### src/sv/cfade_pkg.sv
// Shared types and constants for the color fade and gradient blender.
// Used by every module of the block; depends on nothing.
package cfade_pkg;

    // Widths and defaults.
    localparam int POSITION_BITS_DEF = 12;
    localparam int COLOR_W           = 24;
    localparam int CHAN_W            = 8;
    localparam int NUM_CHAN          = 3;
    localparam int PCT_W             = 7;
    localparam int QUOT_BITS         = 7;
    localparam int CFG_INDEX_W       = 2;

    // Full blend amount in percent.
    localparam logic [PCT_W-1:0] FULL_PCT = 7'd100;

    // Division by one hundred as a reciprocal multiply: exact for magnitudes up to 25500.
    localparam int               DIV100_MULT_W = 13;
    localparam logic [DIV100_MULT_W-1:0] DIV100_MULT = 13'd5243;
    localparam int               DIV100_SHIFT  = 19;

    // Front stage, one stage per quotient bit, three blend stages.
    localparam int PIPE_DEPTH = 1 + QUOT_BITS + 3;

    // Reset values of the configuration registers.
    localparam logic [COLOR_W-1:0] COLOR_RESET  = 24'hFFFFFF;
    localparam logic [31:0]        LENGTH_RESET = 32'd256;

    // Register indexes of the configuration port.
    typedef enum logic [CFG_INDEX_W-1:0] {
        REG_TARGET_COLOR = 2'd0,
        REG_FADE_PERCENT = 2'd1,
        REG_GRAD_START   = 2'd2,
        REG_GRAD_LENGTH  = 2'd3
    } cfg_reg_t;

    // Operation selector carried on tuser.
    typedef enum logic {
        OP_FADE     = 1'b0,
        OP_GRADIENT = 1'b1
    } op_t;

    // Colour registers and fade amount, shared from the register file.
    typedef struct packed {
        logic [COLOR_W-1:0] target_color;
        logic [COLOR_W-1:0] start_color;
        logic [PCT_W-1:0]   fade_percent;
    } cfg_t;

    // Information that travels beside the divider.
    typedef struct packed {
        logic [COLOR_W-1:0] src;
        logic [PCT_W-1:0]   pct;
        logic               use_div;
    } side_t;

endpackage

### src/sv/cfade_regs.sv
// Configuration register file of the color fade and gradient blender.
// Depends on cfade_pkg.
module cfade_regs #(
    parameter int POSITION_BITS = cfade_pkg::POSITION_BITS_DEF
) (
    input  logic                                clk,
    input  logic                                rst_n,
    input  logic                                cfg_we,
    input  logic [cfade_pkg::CFG_INDEX_W-1:0]   cfg_index,
    input  logic [cfade_pkg::COLOR_W-1:0]       cfg_data,
    output cfade_pkg::cfg_t                     cfg,
    output logic [POSITION_BITS-1:0]            grad_length
);

    logic [cfade_pkg::COLOR_W-1:0] target_reg;
    logic [cfade_pkg::COLOR_W-1:0] start_reg;
    logic [cfade_pkg::PCT_W-1:0]   fade_reg;
    logic [POSITION_BITS-1:0]      length_reg;

    // Register writes; an index without a register is ignored.
    always_ff @(posedge clk or negedge rst_n)
    begin
        if (!rst_n)
        begin
            target_reg <= cfade_pkg::COLOR_RESET;
            fade_reg   <= '0;
            start_reg  <= cfade_pkg::COLOR_RESET;
            length_reg <= cfade_pkg::LENGTH_RESET[POSITION_BITS-1:0];
        end
        else if (cfg_we)
        begin
            case (cfade_pkg::cfg_reg_t'(cfg_index))
                cfade_pkg::REG_TARGET_COLOR: target_reg <= cfg_data;
                cfade_pkg::REG_FADE_PERCENT: fade_reg   <= cfg_data[cfade_pkg::PCT_W-1:0];
                cfade_pkg::REG_GRAD_START:   start_reg  <= cfg_data;
                cfade_pkg::REG_GRAD_LENGTH:  length_reg <= cfg_data[POSITION_BITS-1:0];
                default: ;
            endcase
        end
    end

    assign cfg.target_color = target_reg;
    assign cfg.start_color  = start_reg;
    assign cfg.fade_percent = fade_reg;
    assign grad_length      = length_reg;

endmodule

### src/sv/cfade_div.sv
// Pipelined restoring divider that turns position times one hundred into a percent.
// One quotient bit per stage; depends on cfade_pkg.
module cfade_div #(
    parameter int POSITION_BITS = cfade_pkg::POSITION_BITS_DEF
) (
    input  logic                                            clk,
    input  logic                                            rst_n,
    input  logic                                            in_valid,
    output logic                                            in_ready,
    input  logic [POSITION_BITS+cfade_pkg::QUOT_BITS-1:0]   in_num,
    input  cfade_pkg::side_t                                in_side,
    input  logic [POSITION_BITS-1:0]                        den,
    output logic                                            out_valid,
    input  logic                                            out_ready,
    output logic [cfade_pkg::QUOT_BITS-1:0]                 out_quot,
    output cfade_pkg::side_t                                out_side
);

    localparam int QB    = cfade_pkg::QUOT_BITS;
    localparam int NUM_W = POSITION_BITS + QB;

    logic [QB-1:0]      v_reg;
    logic [QB-1:0]      en;
    logic [QB-1:0]      v_in;
    logic [NUM_W-1:0]   rem_in    [QB];
    logic [QB-1:0]      quot_in   [QB];
    cfade_pkg::side_t   side_in   [QB];
    logic [NUM_W-1:0]   rem_next  [QB];
    logic [QB-1:0]      quot_next [QB];
    logic [NUM_W-1:0]   rem_reg   [QB];
    logic [QB-1:0]      quot_reg  [QB];
    cfade_pkg::side_t   side_reg  [QB];

    // A stage moves when it is empty or the one after it moves.
    always_comb
    begin
        en[QB-1] = !v_reg[QB-1] || out_ready;
        for (int k = QB - 2; k >= 0; k--)
        begin
            en[k] = !v_reg[k] || en[k+1];
        end
    end

    // Stage inputs come from the port or from the previous stage.
    always_comb
    begin
        v_in[0]    = in_valid;
        rem_in[0]  = in_num;
        quot_in[0] = '0;
        side_in[0] = in_side;
        for (int k = 1; k < QB; k++)
        begin
            v_in[k]    = v_reg[k-1];
            rem_in[k]  = rem_reg[k-1];
            quot_in[k] = quot_reg[k-1];
            side_in[k] = side_reg[k-1];
        end
    end

    // Trial subtraction of the divisor shifted to each stage's quotient bit.
    always_comb
    begin
        logic [NUM_W-1:0] trial;
        logic             fits;
        for (int k = 0; k < QB; k++)
        begin
            trial        = {{QB{1'b0}}, den} << (QB - 1 - k);
            fits         = (rem_in[k] >= trial);
            rem_next[k]  = fits ? (rem_in[k] - trial) : rem_in[k];
            quot_next[k] = quot_in[k];
            quot_next[k][QB-1-k] = fits;
        end
    end

    always_ff @(posedge clk or negedge rst_n)
    begin
        if (!rst_n)
        begin
            v_reg <= '0;
        end
        else
        begin
            for (int k = 0; k < QB; k++)
            begin
                if (en[k])
                begin
                    v_reg[k] <= v_in[k];
                end
            end
        end
    end

    always_ff @(posedge clk)
    begin
        for (int k = 0; k < QB; k++)
        begin
            if (en[k])
            begin
                rem_reg[k]  <= rem_next[k];
                quot_reg[k] <= quot_next[k];
                side_reg[k] <= side_in[k];
            end
        end
    end

    assign in_ready  = en[0];
    assign out_valid = v_reg[QB-1];
    assign out_quot  = quot_reg[QB-1];
    assign out_side  = side_reg[QB-1];

endmodule

### src/sv/cfade_blend.sv
// Three-stage channel blender: scale the difference, divide by one hundred, subtract.
// Depends on cfade_pkg.
module cfade_blend (
    input  logic                                clk,
    input  logic                                rst_n,
    input  logic                                in_valid,
    output logic                                in_ready,
    input  logic [cfade_pkg::QUOT_BITS-1:0]     in_quot,
    input  cfade_pkg::side_t                    in_side,
    input  logic [cfade_pkg::COLOR_W-1:0]       target,
    output logic                                out_valid,
    input  logic                                out_ready,
    output logic [cfade_pkg::COLOR_W-1:0]       out_color
);

    localparam int NC     = cfade_pkg::NUM_CHAN;
    localparam int CW     = cfade_pkg::CHAN_W;
    localparam int PROD_W = 16;
    localparam int MAG_W  = PROD_W - 1;
    localparam int SCL_W  = MAG_W + cfade_pkg::DIV100_MULT_W;

    logic [2:0] v_reg;
    logic [2:0] en;

    // Stage handshakes: a stage moves when it is empty or the next one moves.
    assign en[2]     = !v_reg[2] || out_ready;
    assign en[1]     = !v_reg[1] || en[2];
    assign en[0]     = !v_reg[0] || en[1];
    assign in_ready  = en[0];
    assign out_valid = v_reg[2];

    always_ff @(posedge clk or negedge rst_n)
    begin
        if (!rst_n)
        begin
            v_reg <= '0;
        end
        else
        begin
            if (en[0])
            begin
                v_reg[0] <= in_valid;
            end
            if (en[1])
            begin
                v_reg[1] <= v_reg[0];
            end
            if (en[2])
            begin
                v_reg[2] <= v_reg[1];
            end
        end
    end

    // First stage: signed channel difference times the percent.
    logic [cfade_pkg::PCT_W-1:0]       pct;
    logic signed [PROD_W-1:0]          prod_next [NC];
    logic signed [PROD_W-1:0]          prod_reg  [NC];
    logic [cfade_pkg::COLOR_W-1:0]     src0_reg;

    always_comb
    begin
        logic signed [PROD_W-1:0] diff;
        logic signed [PROD_W-1:0] pct_s;
        pct   = in_side.use_div ? in_quot : in_side.pct;
        pct_s = {{(PROD_W-cfade_pkg::PCT_W){1'b0}}, pct};
        for (int c = 0; c < NC; c++)
        begin
            diff = $signed({{(PROD_W-CW){1'b0}}, in_side.src[c*CW +: CW]})
                 - $signed({{(PROD_W-CW){1'b0}}, target[c*CW +: CW]});
            prod_next[c] = diff * pct_s;
        end
    end

    always_ff @(posedge clk)
    begin
        if (en[0])
        begin
            prod_reg <= prod_next;
            src0_reg <= in_side.src;
        end
    end

    // Second stage: magnitude times the reciprocal of one hundred.
    logic [SCL_W-1:0]               scaled_next [NC];
    logic [SCL_W-1:0]               scaled_reg  [NC];
    logic [NC-1:0]                  neg_reg;
    logic [cfade_pkg::COLOR_W-1:0]  src1_reg;

    always_comb
    begin
        logic [PROD_W-1:0] mag;
        for (int c = 0; c < NC; c++)
        begin
            mag = prod_reg[c][PROD_W-1] ? (-prod_reg[c]) : prod_reg[c];
            scaled_next[c] = SCL_W'(mag[MAG_W-1:0]) * SCL_W'(cfade_pkg::DIV100_MULT);
        end
    end

    always_ff @(posedge clk)
    begin
        if (en[1])
        begin
            scaled_reg <= scaled_next;
            for (int c = 0; c < NC; c++)
            begin
                neg_reg[c] <= prod_reg[c][PROD_W-1];
            end
            src1_reg <= src0_reg;
        end
    end

    // Third stage: take the truncated step off the source channel.
    logic [cfade_pkg::COLOR_W-1:0] color_next;
    logic [cfade_pkg::COLOR_W-1:0] color_reg;

    always_comb
    begin
        logic [CW-1:0] step;
        for (int c = 0; c < NC; c++)
        begin
            step = scaled_reg[c][cfade_pkg::DIV100_SHIFT +: CW];
            color_next[c*CW +: CW] = neg_reg[c] ? (src1_reg[c*CW +: CW] + step)
                                                : (src1_reg[c*CW +: CW] - step);
        end
    end

    always_ff @(posedge clk)
    begin
        if (en[2])
        begin
            color_reg <= color_next;
        end
    end

    assign out_color = color_reg;

endmodule

### src/sv/color_fade_gradient.sv
// Color fade and gradient blender, one result per request.
// Pipeline: front stage, 7 divider stages for the gradient percent, 3 blend stages;
// throughput one request per cycle while the output is not stalled.
// A stalled output holds only the stages behind it; empty stages still fill.
// Asynchronous active-low reset empties the pipeline and loads the register defaults.
// Depends on cfade_pkg, cfade_regs, cfade_div and cfade_blend.
module color_fade_gradient #(
    parameter  int POSITION_BITS = cfade_pkg::POSITION_BITS_DEF,
    localparam int IN_DATA_W     = ((cfade_pkg::COLOR_W + POSITION_BITS + 7) / 8) * 8
) (
    input  logic                                clk,
    input  logic                                rst_n,
    input  logic                                cfg_we,
    input  logic [cfade_pkg::CFG_INDEX_W-1:0]   cfg_index,
    input  logic [cfade_pkg::COLOR_W-1:0]       cfg_data,
    input  logic                                s_axis_tvalid,
    output logic                                s_axis_tready,
    // pixel_color [23:0], position [23+POSITION_BITS:24], zero fill above
    input  logic [IN_DATA_W-1:0]                s_axis_tdata,
    // operation [0]
    input  logic                                s_axis_tuser,
    output logic                                m_axis_tvalid,
    input  logic                                m_axis_tready,
    // result_color [23:0]
    output logic [cfade_pkg::COLOR_W-1:0]       m_axis_tdata
);

    localparam int QB    = cfade_pkg::QUOT_BITS;
    localparam int NUM_W = POSITION_BITS + QB;

    cfade_pkg::cfg_t           cfg;
    logic [POSITION_BITS-1:0]  grad_length;

    cfade_regs #(
        .POSITION_BITS (POSITION_BITS)
    ) u_regs (
        .clk         (clk),
        .rst_n       (rst_n),
        .cfg_we      (cfg_we),
        .cfg_index   (cfg_index),
        .cfg_data    (cfg_data),
        .cfg         (cfg),
        .grad_length (grad_length)
    );

    // Front stage: clamp the position, scale it by one hundred, pick source and percent.
    logic                          div_in_ready;
    logic                          front_en;
    logic                          f_valid_reg;
    logic [NUM_W-1:0]              f_num_reg;
    cfade_pkg::side_t              f_side_reg;
    logic [NUM_W-1:0]              num_next;
    cfade_pkg::side_t              side_next;

    always_comb
    begin
        logic [POSITION_BITS-1:0] pos;
        logic [POSITION_BITS-1:0] pos_c;
        pos      = s_axis_tdata[cfade_pkg::COLOR_W +: POSITION_BITS];
        pos_c    = (pos > grad_length) ? grad_length : pos;
        num_next = NUM_W'(pos_c) * NUM_W'(cfade_pkg::FULL_PCT);
        if (cfade_pkg::op_t'(s_axis_tuser) == cfade_pkg::OP_GRADIENT)
        begin
            side_next.src     = cfg.start_color;
            side_next.pct     = cfade_pkg::FULL_PCT;
            side_next.use_div = (grad_length != '0);
        end
        else
        begin
            side_next.src     = s_axis_tdata[cfade_pkg::COLOR_W-1:0];
            side_next.pct     = (cfg.fade_percent > cfade_pkg::FULL_PCT) ?
                                cfade_pkg::FULL_PCT : cfg.fade_percent;
            side_next.use_div = 1'b0;
        end
    end

    assign front_en      = !f_valid_reg || div_in_ready;
    assign s_axis_tready = front_en;

    always_ff @(posedge clk or negedge rst_n)
    begin
        if (!rst_n)
        begin
            f_valid_reg <= 1'b0;
        end
        else if (front_en)
        begin
            f_valid_reg <= s_axis_tvalid;
        end
    end

    always_ff @(posedge clk)
    begin
        if (front_en)
        begin
            f_num_reg  <= num_next;
            f_side_reg <= side_next;
        end
    end

    // Gradient percent divider.
    logic              div_out_valid;
    logic              blend_in_ready;
    logic [QB-1:0]     div_quot;
    cfade_pkg::side_t  div_side;

    cfade_div #(
        .POSITION_BITS (POSITION_BITS)
    ) u_div (
        .clk       (clk),
        .rst_n     (rst_n),
        .in_valid  (f_valid_reg),
        .in_ready  (div_in_ready),
        .in_num    (f_num_reg),
        .in_side   (f_side_reg),
        .den       (grad_length),
        .out_valid (div_out_valid),
        .out_ready (blend_in_ready),
        .out_quot  (div_quot),
        .out_side  (div_side)
    );

    // Channel blend and output register.
    cfade_blend u_blend (
        .clk       (clk),
        .rst_n     (rst_n),
        .in_valid  (div_out_valid),
        .in_ready  (blend_in_ready),
        .in_quot   (div_quot),
        .in_side   (div_side),
        .target    (cfg.target_color),
        .out_valid (m_axis_tvalid),
        .out_ready (m_axis_tready),
        .out_color (m_axis_tdata)
    );

endmodule

### config.mk
export PLATFORM = sky130hd
export DESIGN_NAME = color_fade_gradient
export DESIGN_NICKNAME = d
export VERILOG_FILES = /design/src/sv/cfade_pkg.sv /design/src/sv/cfade_regs.sv /design/src/sv/cfade_div.sv /design/src/sv/cfade_blend.sv /design/src/sv/color_fade_gradient.sv
export SDC_FILE = /design/constraint.sdc
export NUM_CORES = 2
export LEC_CHECK = 0
export BUFFER_PORTS_ARGS = -buffer_cell sky130_fd_sc_hd__buf_2
export CAP_MARGIN = 20
export CORE_ASPECT_RATIO = 1.4
export CORE_MARGIN = 3
export CORE_UTILIZATION = 58
export CTS_CLUSTER_DIAMETER = 120
export DETAILED_ROUTE_END_ITERATION = 8
export PLACE_DENSITY = 0.78
export REMOVE_ABC_BUFFERS = 1
export SKIP_LAST_GASP = 1
export SYNTH_ARGS = -nofsm -noshare
export SYNTH_HDL_FRONTEND = slang
export SYNTH_SLANG_ARGS = --single-unit
### constraint.sdc
create_clock -name clk -period 7.56 [get_ports clk]
set_input_delay 1.134 -clock clk [delete_from_list [all_inputs] [get_ports clk]]
set_output_delay 1.134 -clock clk [all_outputs]
set_load 0.02 [all_outputs]
# Word-level counts from Yosys, hierarchy flattened
# Memory sizes are Yosys's and may differ from the RTL's.
# Cells that the tools add are included.
# Widths: inputs -> output; s select.
# word_totals
regBits	331
word_cells	130
output_inout_bits	26
in_bits	72
ram_bits	406
mem_count	3
# memory_table
name	depth	width	read_ports	rd_ports_with_merged_regs	write_ports	line_no	text
u_div.side_reg	7	32	7	0	7	cfade_div.sv:32	cfade_pkg::side_t side_reg [QB];
u_div.rem_reg	7	19	6	0	7	cfade_div.sv:30	logic [NUM_W-1:0] rem_reg [QB];
u_div.quot_reg	7	7	7	0	7	cfade_div.sv:31	logic [QB-1:0] quot_reg [QB];
# op_classes
n_lt_le_gt_ge	9
mux	31
multipliers	7
reduce_logical	29
eq_ne	3
n_addsub	19
# ops
operator	count
$mux 19	7
$mul 15x13->27 const B	3
$mul 16x8->16	3
$mux 15	3
$neg 15->15	3
$mux 32	1
$sub 8x8->9	3
$add 8x8->8	3
$mux 8	3
$sub 8x8->8	3
$ge 19x12->1	1
$ge 19x13->1	1
$ge 19x14->1	1
$ge 19x15->1	1
$ge 19x16->1	1
$ge 19x17->1	1
$ge 19x18->1	1
$sub 19x12->19	1
$sub 19x13->19	1
$sub 19x14->19	1
$sub 19x15->19	1
$sub 19x16->19	1
$sub 19x17->19	1
$sub 19x18->19	1
14 further kinds	52

# Depth between registers and ports, before layout
# logic_depth
word_depth	13
mapped_depth	26
mapped_depth_nobuf	26

# By module
# From an unflattened synthesis, not the netlist that was laid out.
# unflattened
cells_unflattened	4134
hier_area_um2	47892.2
# modules_own_cells
module	seq_area_each_um2	n_inst	cells_per_inst	area_each_um2
cfade_blend	4489.3	1	2583	25151.6
cfade_div	11165.7	1	1086	16331.9
color_fade_gradient	1496.4	1	322	3823.7
cfade_regs	1737.9	1	143	2585.0

# Worst setup path after synthesis
# No wires, ideal clock.
# synth_path
kind	input port to output port
startpoint	input m_axis_tready
endpoint	output s_axis_tready
path_buffers	0
setup_slack_ns	0.059
cell_stages	6
t_arrival_ns	6.367
path_cell_list	nor2b_1 nand2_1 nor2_1 nand3_1 nor2_1 nand4_1
# synth_between
elab_chain_cells	11
# synth_rtl
item	line_no	text
start, declared	color_fade_gradient.sv:23	input logic m_axis_tready,
$logic_or 1x1->1	cfade_blend.sv:26	assign en[2] = !v_reg[2] || out_ready;
$logic_or 1x1->1	cfade_blend.sv:27	assign en[1] = !v_reg[1] || en[2];
named net u_blend.en[1]	cfade_blend.sv:23	logic [2:0] en;
$logic_or 1x1->1	cfade_blend.sv:28	assign en[0] = !v_reg[0] || en[1];
$logic_or 1x1->1	cfade_div.sv:37	en[QB-1] = !v_reg[QB-1] || out_ready;
$logic_or 1x1->1 (3 in a row)	cfade_div.sv:40	en[k] = !v_reg[k] || en[k+1];
named net u_div.en[3]	cfade_div.sv:23	logic [QB-1:0] en;
$logic_or 1x1->1 (3 in a row)	cfade_div.sv:40	
$logic_or 1x1->1	color_fade_gradient.sv:77	assign front_en = !f_valid_reg || div_in_ready;
end, declared	color_fade_gradient.sv:17	output logic s_axis_tready,
# The timed path passes the listed nets, and every way through them passes these cells.

==> run_summary.xml <==
<?xml version="1.0" encoding="UTF-8"?>
<metrics>
  <group name="floorplanning">
    <metric name="coreArea" unit="sq um">79380</metric>
    <metric name="core.rowCount" unit="">122</metric>
    <metric name="die_area" unit="sq um">83810</metric>
    <metric name="floorplan.io_pins" unit="">98</metric>
    <metric name="fp.dieH" unit="um">341.3</metric>
    <metric name="initial_core_util" unit="%">58.69</metric>
    <metric name="floorplan.die.width" unit="um">245.5</metric>
  </group>
  <group name="placement">
    <metric name="placed_area" unit="sq um">48550</metric>
    <metric name="io_buffers" unit="">93</metric>
    <metric name="finalWeightedCongestion" unit="">0.9040</metric>
    <metric name="dp_hpwl" unit="um">73720</metric>
  </group>
  <group name="setup_path">
    <metric name="path_class" unit="">register to register</metric>
    <metric name="max_stage_delay" unit="ns">0.54</metric>
    <metric name="crit_path_max_fanout" unit="">8</metric>
    <metric name="setup.reg_to_reg.worst_slack" unit="ns">0.47</metric>
    <metric name="crit_path_top_delay_cell" unit="">sky130_fd_sc_hd__edfxtp_1</metric>
    <metric name="critical_path_arrival" unit="ns">7.43</metric>
    <metric name="crit-reg2reg-launch" unit="">u_blend.prod_reg[0]$_DFFE_PP_</metric>
    <metric name="crit_cells" unit="">26</metric>
    <metric name="path_common_cell" unit="">sky130_fd_sc_hd__inv_1</metric>
    <metric name="timing.critical_path.buf_inv" unit="">6</metric>
    <metric name="worst_ep_required_time" unit="ns">7.91</metric>
    <metric name="path_delay_family" unit="">adder cells</metric>
    <metric name="crit_path_end_kind" unit="">register</metric>
    <metric name="start_kind" unit="">register</metric>
    <metric name="critical_path.reg2reg.endpoint" unit="">u_blend.scaled_reg[26]$_DFFE_PP_</metric>
    <metric name="timing.reg2reg.worst_path_depth" unit="">26</metric>
  </group>
  <group name="final_layout">
    <metric name="stdcell_area" unit="sq um">50460</metric>
    <metric name="insertedDiodeCount" unit="">0</metric>
    <metric name="layout.filler_cells" unit="">6009</metric>
    <metric name="ratio_of_cells_with_drive_above_1_in_the_final_layout" unit="%">10.14</metric>
    <metric name="area_delta_synth_final" unit="%">8.317</metric>
    <metric name="final-seq-area" unit="sq um">18560</metric>
    <metric name="multiInputGateArea" unit="sq um">25020</metric>
    <metric name="layout.nets" unit="">5186</metric>
    <metric name="most_frequent_cells_in_the_layout" unit="">769 x sky130_fd_sc_hd__inv_1, 573 x sky130_fd_sc_hd__ha_1, 551 x sky130_fd_sc_hd__edfxtp_1</metric>
    <metric name="most_common_cell_after_layout_fill_and_taps_aside" unit="">sky130_fd_sc_hd__inv_1</metric>
    <metric name="largest_reg_flops" unit="">224</metric>
  </group>
  <group name="clock_network">
    <metric name="post_cts_hold_buffer_count" unit="">0</metric>
    <metric name="cts_buffers" unit="">55</metric>
    <metric name="cts_tree" unit="">done</metric>
    <metric name="clock_slew_seen_by_the_registers_of_the_worst_setup_and_hold_paths" unit="ns">0.08</metric>
    <metric name="cts_setup_buffers" unit="">0</metric>
    <metric name="postCtsResizedCells" unit="">0</metric>
    <metric name="tritoncts_num_sinks" unit="">629</metric>
    <metric name="clock_latency" unit="ns">0.64</metric>
    <metric name="clockBufferDepth" unit="">3</metric>
    <metric name="cts.root.buffer_cell" unit="">sky130_fd_sc_hd__clkbuf_16</metric>
    <metric name="cts-htree-levels" unit="">2</metric>
  </group>
  <group name="sta">
    <metric name="maximum_clock_frequency" unit="MHz">141.1</metric>
    <metric name="timing.final.crit_share" unit="%">93.75</metric>
    <metric name="final.min_clock_period" unit="ns">7.088</metric>
    <metric name="slew_headroom" unit="%">34.47</metric>
    <metric name="hold_ws" unit="ns">0.4089</metric>
    <metric name="setup_viol_count_final" unit="">0</metric>
    <metric name="grt_setup_unrepaired" unit="">false</metric>
    <metric name="tns" unit="ns">0</metric>
    <metric name="max_slew.worst_pin.slew" unit="ns">0.9727</metric>
    <metric name="fin_skew" unit="ns">0.05604</metric>
    <metric name="slew_viol_final" unit="">0</metric>
    <metric name="timing_hold_violations_final" unit="">0</metric>
  </group>
  <group name="yosys">
    <metric name="yosysWarningCount" unit="">0</metric>
    <metric name="yosysSeqAreaShare" unit="%">39.84</metric>
    <metric name="synth_top_cells_by_area" unit="">sky130_fd_sc_hd__edfxtp_1 36%, sky130_fd_sc_hd__ha_1 15%, sky130_fd_sc_hd__fa_1 15%</metric>
    <metric name="avgSynthCellArea" unit="sq um">11.53</metric>
    <metric name="postSynth.topFlopCell" unit="">sky130_fd_sc_hd__edfxtp_1</metric>
    <metric name="synth_cells" unit="">4040</metric>
    <metric name="synth-async-reset-ratio" unit="%">12.40</metric>
    <metric name="ys_ff_latch" unit="">629</metric>
    <metric name="post_synth_num_cell_types" unit="">73</metric>
    <metric name="netlist.top_cell.by_area" unit="">sky130_fd_sc_hd__edfxtp_1</metric>
    <metric name="synth_edf_count" unit="">551</metric>
    <metric name="synth_top_area_share" unit="%">35.51</metric>
    <metric name="synth_area" unit="sq um">46590</metric>
  </group>
  <group name="detailed_routing">
    <metric name="route.antenna.remaining_nets" unit="">0</metric>
    <metric name="drt_pre_antenna_iters" unit="">6</metric>
    <metric name="vias_cell" unit="">5.492</metric>
    <metric name="remaining_drc_errors" unit="">0</metric>
    <metric name="detail_route.wirelength" unit="um">93340</metric>
    <metric name="route.vias.total" unit="">29020</metric>
    <metric name="routedWlPerCell" unit="um">17.67</metric>
    <metric name="drtIter0Drc" unit="">1332</metric>
  </group>
  <group name="min_path">
    <metric name="hp-class" unit="">register to register</metric>
    <metric name="holdCritStartpoint" unit="">u_div.side_reg[5][12]$_DFFE_PP_</metric>
    <metric name="worstHoldPathCells" unit="">0</metric>
    <metric name="min_to" unit="">u_div.side_reg[6][12]$_DFFE_PP_</metric>
  </group>
  <group name="global_route">
    <metric name="grt_antenna_before_repair" unit="">0</metric>
    <metric name="largest_net_degree_at_the_start_of_global_routing" unit="">74</metric>
    <metric name="first_global_vias" unit="">31310</metric>
    <metric name="grtUsageTotal" unit="%">22.64</metric>
    <metric name="grt_pass1_wl" unit="um">152200</metric>
    <metric name="gr-total-overflow" unit="">0</metric>
  </group>
  <group name="outcome">
    <metric name="run_status" unit="">complete, no violations</metric>
  </group>
  <group name="run">
    <metric name="max_cap_viol_count" unit="">0</metric>
  </group>
</metrics>
[cells in the mapped netlist (all sizes together), types with 28 or more instances]
cell	count
inv	773
ha	573
edfxtp	551
fa	358
nor2	254
nand2	193
xnor2	171
a21oi	159
mux2	114
o21ai	108
xor2	105
a21o	59
nor3	53
dfstp	49
clkbuf	40
nand3	40
nand2b	38
nor2b	37
o21bai	31
dfrtp	29
or3	28
[worst reg2reg max path: stages, from the launching register on]
cell	delay (ns)
sky130_fd_sc_hd__edfxtp_1	0.54
sky130_fd_sc_hd__inv_1	0.15
sky130_fd_sc_hd__ha_1	0.20
sky130_fd_sc_hd__or3b_1	0.38
sky130_fd_sc_hd__or2_4	0.28
sky130_fd_sc_hd__o31ai_2	0.27
sky130_fd_sc_hd__xor2_2	0.42
sky130_fd_sc_hd__inv_1	0.19
sky130_fd_sc_hd__ha_1	0.23
sky130_fd_sc_hd__a21o_1	0.16
sky130_fd_sc_hd__ha_1	0.27
sky130_fd_sc_hd__inv_1	0.05
sky130_fd_sc_hd__fa_1	0.47
sky130_fd_sc_hd__inv_1	0.06
sky130_fd_sc_hd__fa_1	0.52
sky130_fd_sc_hd__inv_1	0.05
sky130_fd_sc_hd__fa_1	0.52
sky130_fd_sc_hd__inv_1	0.04
sky130_fd_sc_hd__ha_1	0.27
sky130_fd_sc_hd__or3_1	0.39
sky130_fd_sc_hd__a31oi_1	0.23
sky130_fd_sc_hd__a31oi_1	0.12
sky130_fd_sc_hd__nand3_1	0.11
sky130_fd_sc_hd__o21ai_1	0.15
sky130_fd_sc_hd__a311oi_1	0.32
sky130_fd_sc_hd__nor2_1	0.09
sky130_fd_sc_hd__o311a_1	0.34
[how the worst max path moves through the flow]
stage                              startpoint                               end  slack, ns
2_1_floorplan                   m_axis_tready                     s_axis_tready       0.06
3_3_place_gp    u_blend.prod_reg[0]$_DFFE_PP_  u_blend.scaled_reg[26]$_DFFE_PP_       0.61
3_5_place_dp    u_blend.prod_reg[0]$_DFFE_PP_  u_blend.scaled_reg[26]$_DFFE_PP_       0.51
4_1_cts         u_blend.prod_reg[0]$_DFFE_PP_  u_blend.scaled_reg[26]$_DFFE_PP_       0.48
5_1_grt        u_blend.prod_reg[16]$_DFFE_PP_  u_blend.scaled_reg[54]$_DFFE_PP_       0.07
6_report        u_blend.prod_reg[0]$_DFFE_PP_  u_blend.scaled_reg[26]$_DFFE_PP_       0.47
[cell type report]
class | count | area share (%)
multi-input cells | 2592 | 49.58
flip-flops and latches | 629 | 36.78
inverters | 773 | 5.750
clock buffers | 67 | 2.836
well taps | 1054 | 2.613
repair buffers | 132 | 1.532
clock inverters | 36 | 0.9149
[kinds of logic (layout without fill, tap and decap cells)]
family,after synthesis,in the layout,share of synthesized area [%]
fa+ha+maj,931,931,30.77
compound gates,510,510,6.959
simple gates,747,747,7.485
xor+xnor,276,276,5.285
mux,128,128,3.056
flops,629,629,39.84
buf+inv,819,1008,6.607
[layer usage]
metal / vias to the layer above / part of all wire [%] / GRT usage, %
li1: 13860 / - / -
met5: - / 0 / 0
met1: 14310 / 37 / 24.19
met2: 599 / 55 / 43.97
met4: 0 / 5.6 / 11.74
met3: 252 / 2.7 / 1.771
[metrics by stage]
| step | worst slack, ns | cells | util, % |
|---|---|---|---|
| 2_1_floorplan | 0.05906 | 3994 | - |
| 3_3_place_gp | 0.6121 | 5179 | 61.16 |
| 3_5_place_dp | 0.5103 | 5179 | 61.16 |
| 4_1_cts | 0.4814 | 5282 | 63.55 |
| 5_1_grt | 0.07148 | 5283 | 63.58 |
| 6_report | 0.4721 | 5283 | 63.58 |
Power is left out: the tool's default activity adds up to more than one toggle a clock period on the data nets, which glitch-free logic cannot reach.
